### config.mk
export PLATFORM = sky130hd
export DESIGN_NAME = vtt_isqrt
export DESIGN_NICKNAME = d
export VERILOG_FILES = /design/src/sv/vtt_pkg.sv /design/src/sv/vtt_isqrt.sv
export SDC_FILE = /design/constraint.sdc
export NUM_CORES = 2
export LEC_CHECK = 0
export ABC_AREA = 0
export BUFFER_PORTS_ARGS = -buffer_cell sky130_fd_sc_hd__buf_2
export CORE_ASPECT_RATIO = 1.5
export CORE_UTILIZATION = 45
export CTS_CLUSTER_DIAMETER = 100
export DETAILED_ROUTE_END_ITERATION = 16
export SLEW_MARGIN = 10
export SYNTH_ARGS = -nofsm -noshare
export SYNTH_HDL_FRONTEND = slang
export SYNTH_SLANG_ARGS = --single-unit
### constraint.sdc
create_clock -name i_clk -period 3.4 [get_ports i_clk]
set_input_delay 0.17 -clock i_clk [delete_from_list [all_inputs] [get_ports i_clk]]
set_output_delay 0.17 -clock i_clk [all_outputs]
set_load 0.005 [all_outputs]
### src/sv/vtt_pkg.sv
// ----------------------------------------------------------------------------
// vtt_pkg
// shared widths and latencies for the velocity-toward-target pipeline
// ----------------------------------------------------------------------------
package vtt_pkg;
    localparam int COORD_W = 16;
    localparam int DELTA_W = 17;
    localparam int SPEED_W = 16;
    localparam int VEL_W   = 18;
    localparam int D2_W    = 34;
    localparam int RAD_PAD = 16;
    localparam int ROOT_W  = 25;
    localparam int PROD_W  = 33;
    localparam int NUM_W   = 41;
    localparam int QUO_W   = 16;
    localparam int SQ_LAT  = ROOT_W;
    localparam int DIV_LAT = QUO_W;
    localparam int PRE_LAT = 3;
    localparam int TOT_LAT = PRE_LAT + SQ_LAT + DIV_LAT + 1;
endpackage

### src/sv/vtt_isqrt.sv
// ----------------------------------------------------------------------------
// vtt_isqrt
// pipelined integer square root of (d2 * 2^16), one root bit per stage
// ----------------------------------------------------------------------------
module vtt_isqrt (
    input  logic                         i_clk,
    input  logic                         i_en,
    input  logic [vtt_pkg::D2_W-1:0]     i_d2,
    output logic [vtt_pkg::ROOT_W-1:0]   o_root
);
    localparam int RW  = vtt_pkg::ROOT_W;
    localparam int REM = RW + 3;

    logic [REM-1:0]           r_rem  [RW];
    logic [RW-1:0]            r_root [RW];
    logic [vtt_pkg::D2_W-1:0] r_d2   [RW];

    genvar s;
    generate
        for (s = 0; s < RW; s++) begin : g_stage
            localparam int HI = 2 * RW - 1 - 2 * s;
            logic [REM-1:0] rem_in;
            logic [RW-1:0]  root_in;
            logic [vtt_pkg::D2_W-1:0] d2_in;
            logic [1:0]     pair;
            logic [REM-1:0] cur;
            logic [REM-1:0] trial;
            if (s == 0) begin : g_first
                assign rem_in  = '0;
                assign root_in = '0;
                assign d2_in   = i_d2;
            end else begin : g_next
                assign rem_in  = r_rem[s-1];
                assign root_in = r_root[s-1];
                assign d2_in   = r_d2[s-1];
            end
            if (HI >= vtt_pkg::RAD_PAD) begin : g_pair
                assign pair = d2_in[HI-vtt_pkg::RAD_PAD -: 2];
            end else begin : g_zero
                assign pair = 2'b00;
            end
            assign cur   = {rem_in[REM-3:0], pair};
            assign trial = {1'b0, root_in, 2'b01};
            always_ff @(posedge i_clk) begin
                if (i_en) begin
                    r_d2[s] <= d2_in;
                    if (cur >= trial) begin
                        r_rem[s]  <= cur - trial;
                        r_root[s] <= {root_in[RW-2:0], 1'b1};
                    end else begin
                        r_rem[s]  <= cur;
                        r_root[s] <= {root_in[RW-2:0], 1'b0};
                    end
                end
            end
        end
    endgenerate

    assign o_root = r_root[RW-1];
endmodule

==> metrics.txt <==
failing checks=negative setup slack; clk root buf=clkbuf_16; first drt pass iteration count=5; Die Footprint=between 0.1 and 0.15 mm^2; fillers=11114; DR vias=36675; routed len/inst=approximately 17 um; vias in the first global route=about 38000; drt total wl=between 100000 and 150000 um; cell taking the most area after synthesis=edfxtp_1; Arr. time, crit path=about 4.0 ns; DRT iter0 DRCs=1806; die width=297 um; Rows=162; final slew viol count=0; adder-cell share of the synthesized area=0.0741; Worst-path clk slew=0.07 ns; mapped cell area=a little under 0.06 mm^2; hold path depth=2; DR vias/cell=5.30; pwr dens=636 mW/mm^2; clock latency on the worst-skew pair=roughly 0.75 ns; Compound-Gate Fraction of Synth Area=0.100; xor/xnor share of the synthesized area=0.0684; layout cells sized above 1=0.126; Num CTS Buffers=about 110; worst clock skew=roughly 0.033 ns; synthesis-to-finish area growth=14.7%; RSZ-0062 raised after global routing=true; Min Clock Period, post-route=between 3 and 4 ns; mean area per synthesized cell=about 12 um^2; Setup Crit Path Kind=register to register; Relative slew margins=0.343; CTS tree=done; DPL Wire Length=~87000 um; status=finished, violations left; number of synthesized flops with an enable pin=roughly 1200; Final Hold Fails=0; CP Capture Type=register; Synth area leaders=edfxtp_1 60%, ha_1 7.2%, xnor2_1 3.6%; FF-to-FF setup slack=-0.09 ns; Fin Setup TNS=-0.353 ns; PortBufs=60; post-route ant nets=0; mux cell area share after synthesis=0.0149; hold path endpoint=r_d2[0][16]; sequential cell area fraction in the yosys report=0.601; min-delay src=i_d2[16]; slew at the pin with the worst max-slew slack=a little under 1 ns; DRC=0; worst reg2reg endpoint=r_rem[2][123]; largest family of logic cells by synthesized area=simple AND/OR/NAND/NOR gates; Peak VDD IR=approximately 0.51 mV; net count after synthesis=a little over 5000; pre-CTS setup slack=-0.360 ns; Register-to-Register Path Depth=12; IO Count=between 60 and 70; P_leak=approximately 26 nW; final setup vio count=7; max cap viols=0; nets=about 5500; grt ovf=0; Synth async-reset ratio=0; CORE AREA=between 0.1 and 0.15 mm^2; CP required=approximately 3.9 ns; Main synth FF type=edfxtp_1; period utilization=1.03; setup ws final=-0.0859 ns; H-tree levels=3; Max Freq=about 290 MHz; synthesis warning total=0; pin count of the biggest net entering global routing=149; post-synth top area share=0.600; GRT Total Usage=0.180; Sink Count=approximately 1200; RePlAce Congestion=a little over 0.9; Initial Utilization=0.454; Distinct cells, synth=85; Clock Tree Buf Depth=3; min-delay worst type=primary input to register; r2r startpoint=r_rem[2][84]; initial antenna violation count=2; Post-Synth Simple-Gate Area=0.109; Die Height=445 um; CP max FO=8; Synth Instances=around 4800; Yosys reg bits=between 1000 and 1500; CP Launch Type=register; first-pass GRT wire length=around 190000 um
## cell usage in the layout, fill, tap and decap left out, types with 52 or more instances in the layout
cell type     n
a21o_1      121
a21oi_1     257
buf_2        59
buf_4       166
clkbuf_16   114
edfxtp_1   1178
ha_1        336
inv_1       404
mux2_2       65
nand2_1     329
nand2b_1     58
nand3_1      69
nor2_1      283
nor2b_1      55
nor3_1      121
nor4_1       65
o21a_1       67
o21ai_0     242
or3_1        52
xnor2_1     243
xor2_1      217
## logic make-up after synthesis
family,after synthesis
AOI/OAI and AO/OA,952
muxes,79
adders and majority gates,345
and+or+nand+nor,1271
buffers and inverters,503
xor gates and xnor gates,460
DFF,1179
## repair_timing
action,4_1_cts,5_1_grt
hold endpoints to repair,46,0
setup buffers,9,11
gates cloned,4,0
resized for setup,110,71
hold buffers,36,0
endpoints found under the setup margin,110,161
pin swaps,46,30
## cell type report
cell class,count,area (um^2),share of cell area
sequential,1179,35400,0.524
antenna,1,2.50,0.0000370
inverter,406,1530,0.0226
timing repair buffer,295,2480,0.0367
multi-input combinational,3107,22100,0.328
clock inverter,82,970,0.0144
tap,1722,2150,0.0319
clock buffer,129,2910,0.0431
## registers in the layout, summed over array words and instances (netlist names)
name	flops
r_d2	272
r_rem	582
r_root	325
## per-layer routing
metal  share of wire  track usage  vias to the layer above
met5               0            0                        -
met4           0.057        0.107                        0
met3           0.030       0.0220                      338
met2            0.56        0.364                      652
met1            0.35        0.168                    17501
li1                -            -                    18184
## through the flow
step	hold slack (ns)	area, um^2	util	power [mW]	std cells
finish	0.134	67600	0.520	43.0	6921
global placement	0.347	62500	0.481	29.3	6653
global route	0.103	67600	0.520	45.1	6921
floorplan	0.269	58900	-	26.6	4789
CTS	0.0642	67300	0.518	43.2	6913
detailed placement	0.348	62500	0.481	29.5	6653
## cells in the mapped netlist (all sizes together) (20+ instances only)
cell type and n:
nor2 284, nor2b 56, o21ai 288, edfxtp 1178
o211ai 20, nand3b 23, xnor2 243, a211oi 32
nor3 124, o31ai 20, clkbuf 80, or2 26
a21o 121, inv 406, or3 54, mux2 70
nand2 332, a21oi 265, nand3 69, ha 338
or4 32, o21a 67, nor4 76, o21bai 35
nand2b 58, and2 31, xor2 217, nand4 36
## critical path, cell delays in order (launching register included)
cell and delay (ns):
edfxtp_1 0.40, ha_2 0.20, fa_2 0.37, a211oi_4 0.27
o21ai_2 0.09, a21oi_1 0.15, buf_4 0.14, o41ai_4 0.08
a311o_1 0.41, a21o_1 0.20, a211oi_4 0.36, buf_12 0.20
mux2_4 0.30
## worst max-delay path by stage
| stage | startpoint | end | slack [ns] | cells past startpoint |
|---|---|---|---|---|
| 3_5_place_dp | r_rem[2][84] | r_rem[2][115] | -0.36 | 12 |
| 5_1_grt | r_rem[2][84] | r_rem[2][123] | -0.22 | 12 |
| 2_1_floorplan | r_root[1][100] | r_rem[2][143] | 0.007 | 12 |
| 3_3_place_gp | r_rem[2][84] | r_rem[2][115] | -0.34 | 12 |
| 4_1_cts | r_rem[2][112] | r_rem[2][153] | -0.16 | 14 |
| 6_report | r_rem[2][84] | r_rem[2][123] | -0.09 | 12 |
## where the power goes
group	total [mW]	internal (mW)	leakage, nW	switching (mW)
sequential	19.9	18.6	11.2	1.30
combinational	9.92	4.58	12.9	5.33
clock	13.1	7.54	1.87	5.59
(Power assumes the default switching activity.)
