===== src/sv/vtt_pkg.sv =====
// ----------------------------------------------------------------------------
// vtt_pkg
// shared widths and latencies for the velocity-toward-target pipeline
// ----------------------------------------------------------------------------
package vtt_pkg;
    localparam int COORD_W = 16;
    localparam int DELTA_W = 17;
    localparam int SPEED_W = 16;
    localparam int VEL_W   = 18;
    localparam int D2_W    = 34;
    localparam int RAD_PAD = 16;
    localparam int ROOT_W  = 25;
    localparam int PROD_W  = 33;
    localparam int NUM_W   = 41;
    localparam int QUO_W   = 16;
    localparam int SQ_LAT  = ROOT_W;
    localparam int DIV_LAT = QUO_W;
    localparam int PRE_LAT = 3;
    localparam int TOT_LAT = PRE_LAT + SQ_LAT + DIV_LAT + 1;
endpackage


===== src/sv/vtt_div.sv =====
// ----------------------------------------------------------------------------
// vtt_div
// pipelined restoring divider, one quotient bit per stage
// ----------------------------------------------------------------------------
module vtt_div (
    input  logic                         i_clk,
    input  logic                         i_en,
    input  logic [vtt_pkg::NUM_W-1:0]    i_num,
    input  logic [vtt_pkg::ROOT_W-1:0]   i_den,
    output logic [vtt_pkg::QUO_W-1:0]    o_quo
);
    localparam int QW = vtt_pkg::QUO_W;
    localparam int DW = vtt_pkg::ROOT_W;

    logic [DW-1:0] r_rem [QW];
    logic [QW-1:0] r_lo  [QW];
    logic [DW-1:0] r_den [QW];
    logic [QW-1:0] r_quo [QW];

    genvar j;
    generate
        for (j = 0; j < QW; j++) begin : g_stage
            logic [DW-1:0] rem_in;
            logic [QW-1:0] lo_in;
            logic [DW-1:0] den_in;
            logic [QW-1:0] quo_in;
            logic [DW:0]   cur;
            if (j == 0) begin : g_first
                assign rem_in = i_num[vtt_pkg::NUM_W-1:QW];
                assign lo_in  = i_num[QW-1:0];
                assign den_in = i_den;
                assign quo_in = '0;
            end else begin : g_next
                assign rem_in = r_rem[j-1];
                assign lo_in  = r_lo[j-1];
                assign den_in = r_den[j-1];
                assign quo_in = r_quo[j-1];
            end
            assign cur = {rem_in, lo_in[QW-1-j]};
            always_ff @(posedge i_clk) begin
                if (i_en) begin
                    r_lo[j]  <= lo_in;
                    r_den[j] <= den_in;
                    if (cur >= {1'b0, den_in}) begin
                        r_rem[j] <= DW'(cur - {1'b0, den_in});
                        r_quo[j] <= {quo_in[QW-2:0], 1'b1};
                    end else begin
                        r_rem[j] <= cur[DW-1:0];
                        r_quo[j] <= {quo_in[QW-2:0], 1'b0};
                    end
                end
            end
        end
    endgenerate

    assign o_quo = r_quo[QW-1];
endmodule


===== config.mk =====
export PLATFORM = sky130hd
export DESIGN_NAME = vtt_div
export DESIGN_NICKNAME = d
export VERILOG_FILES = /design/src/sv/vtt_pkg.sv /design/src/sv/vtt_div.sv
export SDC_FILE = /design/constraint.sdc
export NUM_CORES = 2
export LEC_CHECK = 0
export ABC_AREA = 1
export BUFFER_PORTS_ARGS = -buffer_cell sky130_fd_sc_hd__buf_2
export CORE_MARGIN = 2
export CORE_UTILIZATION = 49
export CTS_CLUSTER_SIZE = 14
export DETAILED_ROUTE_END_ITERATION = 12
export SETUP_SLACK_MARGIN = 0.05
export SLEW_MARGIN = 20
export SYNTH_ARGS = -nofsm -noshare
export SYNTH_HDL_FRONTEND = slang
export SYNTH_SLANG_ARGS = --single-unit
export TNS_END_PERCENT = 30

===== constraint.sdc =====
create_clock -name i_clk -period 2.4 [get_ports i_clk]
set_input_delay 0.24 -clock i_clk [delete_from_list [all_inputs] [get_ports i_clk]]
set_output_delay 0.24 -clock i_clk [all_outputs]
set_load 0.01 [all_outputs]

==> flow_results.xml <==
<?xml version="1.0" encoding="UTF-8"?>
<metrics>
  <group name="sta">
    <metric name="worst_pin_slew" unit="ns">0.928</metric>
    <metric name="maxSlewHeadroom" unit="%">38.1</metric>
    <metric name="max_freq" unit="MHz">425</metric>
    <metric name="layout_worst_path_cycle_share" unit="%">98.0</metric>
    <metric name="final_setup_violation_count" unit="">0</metric>
    <metric name="timing.final.crit_period" unit="ns">2.35</metric>
    <metric name="clock-skew-final" unit="ns">0.0569</metric>
    <metric name="worst_slack" unit="ns">0.0480</metric>
    <metric name="rsz0062_at_grt" unit="">yes</metric>
    <metric name="report.final.slew_viol_count" unit="">0</metric>
    <metric name="finalHoldViolCount" unit="">0</metric>
  </group>
  <group name="hold_path">
    <metric name="worstHoldEndpoint" unit="">r_lo[0][11]$_DFFE_PP_</metric>
    <metric name="min-delay-start" unit="">i_num[11]</metric>
    <metric name="min_path_type" unit="">in2reg</metric>
    <metric name="timing.hold.worst_path_depth" unit="">2</metric>
  </group>
  <group name="clock_tree">
    <metric name="tritoncts_num_sinks" unit="">1006</metric>
    <metric name="cts.clk_slew.worst_paths" unit="ns">0.07</metric>
    <metric name="cts-htree-levels" unit="">3</metric>
    <metric name="clkLatencyLatePin" unit="ns">0.76</metric>
    <metric name="clock_path_buffers" unit="">3</metric>
    <metric name="ctsRootBufferMaster" unit="">sky130_fd_sc_hd__clkbuf_16</metric>
    <metric name="cts_made_buffers" unit="">111</metric>
    <metric name="cts_tree" unit="">done</metric>
  </group>
  <group name="detailed_routing">
    <metric name="drt_first_pass_iters" unit="">6</metric>
    <metric name="vias_per_cell" unit="">5.04</metric>
    <metric name="drcViolationCount" unit="">0</metric>
    <metric name="routed_wire_length_per_instance" unit="µm">17.9</metric>
    <metric name="detail_route.iter0.violations" unit="">5459</metric>
    <metric name="drt.antenna.violating_nets" unit="">0</metric>
    <metric name="dr_total_vias" unit="">57690</metric>
    <metric name="finalWirelength" unit="µm">205000</metric>
  </group>
  <group name="power">
    <metric name="static-leakage-power" unit="nW">42.0</metric>
    <metric name="sw_share" unit="%">42.5</metric>
    <metric name="power_density" unit="nW/µm²">1170</metric>
    <metric name="power.internal" unit="mW">55.5</metric>
    <metric name="pwr-share-clk" unit="%">18.9</metric>
    <metric name="share_seq_of_total_power" unit="%">29.6</metric>
    <metric name="net-switching-power" unit="mW">41.1</metric>
    <metric name="pwr-share-comb" unit="%">51.5</metric>
    <metric name="power.ir.vdd_worst" unit="mV">0.742</metric>
  </group>
  <group name="global_route">
    <metric name="pin_count_of_the_biggest_net_entering_global_routing" unit="">173</metric>
    <metric name="number_of_antenna_violations_at_the_first_check_in_global_routing" unit="">5</metric>
    <metric name="first_global_vias" unit="">52223</metric>
    <metric name="grt_pass1_wl" unit="µm">301000</metric>
    <metric name="groute.usage.overall" unit="%">28.3</metric>
    <metric name="grt_overflow_total" unit="">0</metric>
  </group>
  <group name="cells_and_area">
    <metric name="post_layout_net_count" unit="">10056</metric>
    <metric name="drive_above_1_share" unit="%">17.1</metric>
    <metric name="fillers" unit="">11939</metric>
    <metric name="utilization" unit="%">61.9</metric>
    <metric name="syn2layout_area_growth" unit="%">25.0</metric>
    <metric name="design_area_final" unit="µm²">82900</metric>
    <metric name="num_antenna_cells" unit="">0</metric>
  </group>
  <group name="worst_setup_path">
    <metric name="worstPathBufferInverterCount" unit="">4</metric>
    <metric name="series_of_cell_instances_along_the_critical_path" unit="">inv_1, ha_1, nand2_1, nor2_2, nand2_1, nor3_2, nor2_2, buf_4, buf_4, buf_8, nand3_1, nand2_1</metric>
    <metric name="worst_r2r_endpoint" unit="">r_rem[0][60]$_DFFE_PP_</metric>
    <metric name="critical_path.startpoint_type" unit="">register</metric>
    <metric name="r2r_setup_slack" unit="ns">0.05</metric>
    <metric name="critical_path.most_common_cell" unit="">sky130_fd_sc_hd__nand2_1</metric>
    <metric name="path_max_fanout" unit="">15</metric>
    <metric name="crit_path_end_kind" unit="">register</metric>
    <metric name="worst_r2r_startpoint" unit="">r_den[0][41]$_DFFE_PP_</metric>
    <metric name="cpLargestDelayFamily" unit="">simple AND/OR/NAND/NOR gates</metric>
    <metric name="crit_type" unit="">reg2reg</metric>
    <metric name="slowest_stage" unit="">sky130_fd_sc_hd__edfxtp_1</metric>
    <metric name="reg2regPathDepth" unit="">12</metric>
    <metric name="required" unit="ns">2.89</metric>
    <metric name="arrival" unit="ns">2.84</metric>
    <metric name="crit_path_max_incr_delay" unit="ns">0.43</metric>
  </group>
  <group name="synthesis">
    <metric name="synth_edf_count" unit="">1005</metric>
    <metric name="synth_area_in_compound_gates" unit="%">1.86</metric>
    <metric name="synth_top_family_by_area" unit="">simple AND/OR/NAND/NOR gates</metric>
    <metric name="netlist_area" unit="µm²">66300</metric>
    <metric name="postSynthRegisterBits" unit="">1006</metric>
    <metric name="synth_seq_area_share" unit="%">45.5</metric>
    <metric name="post_synth_and_or_nand_nor_area_fraction" unit="%">30.7</metric>
    <metric name="post_synth_xor_area_fraction" unit="%">2.58</metric>
    <metric name="yosysWarnings" unit="">0</metric>
    <metric name="synthAdderAreaFrac" unit="%">8.00</metric>
    <metric name="syn_inst" unit="">8688</metric>
    <metric name="syn_avg_cell_area" unit="µm²">7.63</metric>
    <metric name="synth_nets" unit="">9171</metric>
    <metric name="synth_cell_types" unit="">36</metric>
    <metric name="synthMuxAreaShare" unit="%">0</metric>
    <metric name="synthArstFlopShare" unit="%">0</metric>
    <metric name="synth_top_flop_cell" unit="">sky130_fd_sc_hd__edfxtp_1</metric>
  </group>
  <group name="floorplan">
    <metric name="floorplan.die_area" unit="µm²">138000</metric>
    <metric name="dieWidth" unit="µm">372</metric>
    <metric name="io-pin-count" unit="">84</metric>
    <metric name="placement_rows" unit="">134</metric>
    <metric name="placeableCoreArea" unit="µm²">134000</metric>
    <metric name="initial_core_util" unit="%">49.5</metric>
    <metric name="dieHeight" unit="µm">372</metric>
  </group>
  <group name="placed_design">
    <metric name="dpl-instance-area" unit="µm²">72500</metric>
    <metric name="worst_setup_slack_after_placement" unit="ns">-0.228</metric>
    <metric name="port_buffers" unit="">83</metric>
    <metric name="dp_hpwl" unit="µm">157000</metric>
    <metric name="finalWeightedCongestion" unit="">0.965</metric>
  </group>
  <group name="run_status">
    <metric name="status" unit="">finished, final reports clean</metric>
  </group>
  <group name="job">
    <metric name="maxCapViolCount" unit="">0</metric>
  </group>
</metrics>
==> cell type report <==
cell class	instances	area [µm²]	area share (%)
Tap cell	1768	2210	2.67
Clock buffer	125	2830	3.42
Inverter	1806	6780	8.18
Sequential cell	1006	30200	36.4
Clock inverter	83	1070	1.29
Timing Repair Buffer	872	7440	8.98
Multi-Input combinational cell	5776	32300	39.0
==> worst reg2reg max path, stage by stage (launching register included) <==
cell	delay (ns)
sky130_fd_sc_hd__edfxtp_1	0.43
sky130_fd_sc_hd__inv_1	0.07
sky130_fd_sc_hd__ha_1	0.34
sky130_fd_sc_hd__nand2_1	0.14
sky130_fd_sc_hd__nor2_2	0.15
sky130_fd_sc_hd__nand2_1	0.12
sky130_fd_sc_hd__nor3_2	0.19
sky130_fd_sc_hd__nor2_2	0.05
sky130_fd_sc_hd__buf_4	0.16
sky130_fd_sc_hd__buf_4	0.14
sky130_fd_sc_hd__buf_8	0.15
sky130_fd_sc_hd__nand3_1	0.09
sky130_fd_sc_hd__nand2_1	0.07
==> cells by family after synthesis <==
| family | after synthesis |
|---|---|
| XOR/XNOR | 195 |
| buffers and inverters | 1917 |
| adder cells (fa/ha/maj) | 415 |
| AND/OR/NAND/NOR | 4919 |
| AO/OA/AOI/OAI | 236 |
| flip-flops | 1006 |
==> cell usage in the layout (no fill, tap or decap), types with 40 or more instances in the layout <==
cell,Yosys,layout
sky130_fd_sc_hd__a21oi_1,210,184
sky130_fd_sc_hd__and2_1,44,40
sky130_fd_sc_hd__buf_12,0,58
sky130_fd_sc_hd__buf_2,54,82
sky130_fd_sc_hd__buf_4,8,642
sky130_fd_sc_hd__clkbuf_16,0,119
sky130_fd_sc_hd__dlygate4sd3_1,0,66
sky130_fd_sc_hd__edfxtp_1,1005,1005
sky130_fd_sc_hd__ha_1,400,203
sky130_fd_sc_hd__ha_4,0,165
sky130_fd_sc_hd__inv_1,1805,1763
sky130_fd_sc_hd__inv_2,1,43
sky130_fd_sc_hd__nand2_1,3403,3275
sky130_fd_sc_hd__nand2_2,22,125
sky130_fd_sc_hd__nand3_1,720,695
sky130_fd_sc_hd__nand4_1,99,99
sky130_fd_sc_hd__nor2_1,461,374
sky130_fd_sc_hd__nor2_2,36,86
sky130_fd_sc_hd__xor2_1,177,176
==> cell usage after synthesis (36+ instances only) <==
library cell               count  area (µm²)
sky130_fd_sc_hd__nor2_2       36         225
sky130_fd_sc_hd__and2_1       44         275
sky130_fd_sc_hd__nand2_1    3403       12800
sky130_fd_sc_hd__inv_1      1805        6780
sky130_fd_sc_hd__nand3_1     720        3600
sky130_fd_sc_hd__nor3_1       51         255
sky130_fd_sc_hd__nor2_1      461        1730
sky130_fd_sc_hd__ha_1        400        5000
sky130_fd_sc_hd__edfxtp_1   1005       30200
sky130_fd_sc_hd__buf_2        54         270
sky130_fd_sc_hd__nand4_1      99         619
sky130_fd_sc_hd__a21oi_1     210        1050
sky130_fd_sc_hd__xor2_1      177        1550
==> metrics by stage <==
step	std cells	setup TNS [ns]	total power [mW]	hold WS [ns]
after global placement	10920	-11.67	71.0	0.401
after floorplan	8688	0	55.8	0.339
final	11436	0	96.6	0.187
after detailed placement	10920	-15.30	71.3	0.405
after CTS	11231	0	90.9	0.119
after global routing	11436	-0.221	104	0.151
==> repair_timing <==
| item | CTS | global route |
|---|---|---|
| setup buffers | 35 | 189 |
| hold endpoints to repair | 79 | 0 |
| pin swaps | 8 | 118 |
| endpoints found under the setup margin | 309 | 385 |
| gates resized for setup | 92 | 585 |
| gates cloned | 2 | 17 |
| hold buffers | 66 | 0 |
==> how the worst max path moves through the flow <==
stage	depth (start not counted)	to	slack, ns	from
after floorplan	13	r_rem[1][5]$_DFFE_PP_	0.32	r_lo[0][119]$_DFFE_PP_
after global placement	14	r_rem[0][120]$_DFFE_PP_	-0.22	r_den[0][79]$_DFFE_PP_
after detailed placement	14	r_rem[0][120]$_DFFE_PP_	-0.23	r_den[0][79]$_DFFE_PP_
after CTS	11	r_rem[1][15]$_DFFE_PP_	0.006	r_rem[0][185]$_DFFE_PP_
after global routing	12	r_rem[0][64]$_DFFE_PP_	-0.03	r_den[0][28]$_DFFE_PP_
final	12	r_rem[0][60]$_DFFE_PP_	0.05	r_den[0][41]$_DFFE_PP_
==> per-layer routing <==
metal | part of all wire, % | track usage (%)
met3 | 7.1 | 3.90
met4 | 2.4 | 6.61
met5 | 0 | 0
met2 | 43 | 42.5
met1 | 48 | 43.2
==> flip-flops by register name (all words and copies together), names as in the netlist <==
register  cells
r_den       375
r_rem       375
r_quo       136
r_lo        120
==> power by group through the flow <==
stage          Clock [mW]  Combinational (mW)  Sequential [mW]
2_1_floorplan           0                29.3             26.5
3_3_place_gp            0                42.7             28.3
3_5_place_dp            0                43.0             28.3
4_1_cts              18.7                44.1             28.1
5_1_grt              19.3                55.5             28.8
6_report             18.3                49.7             28.6
Note: power is estimated with default switching activity, not from simulation.
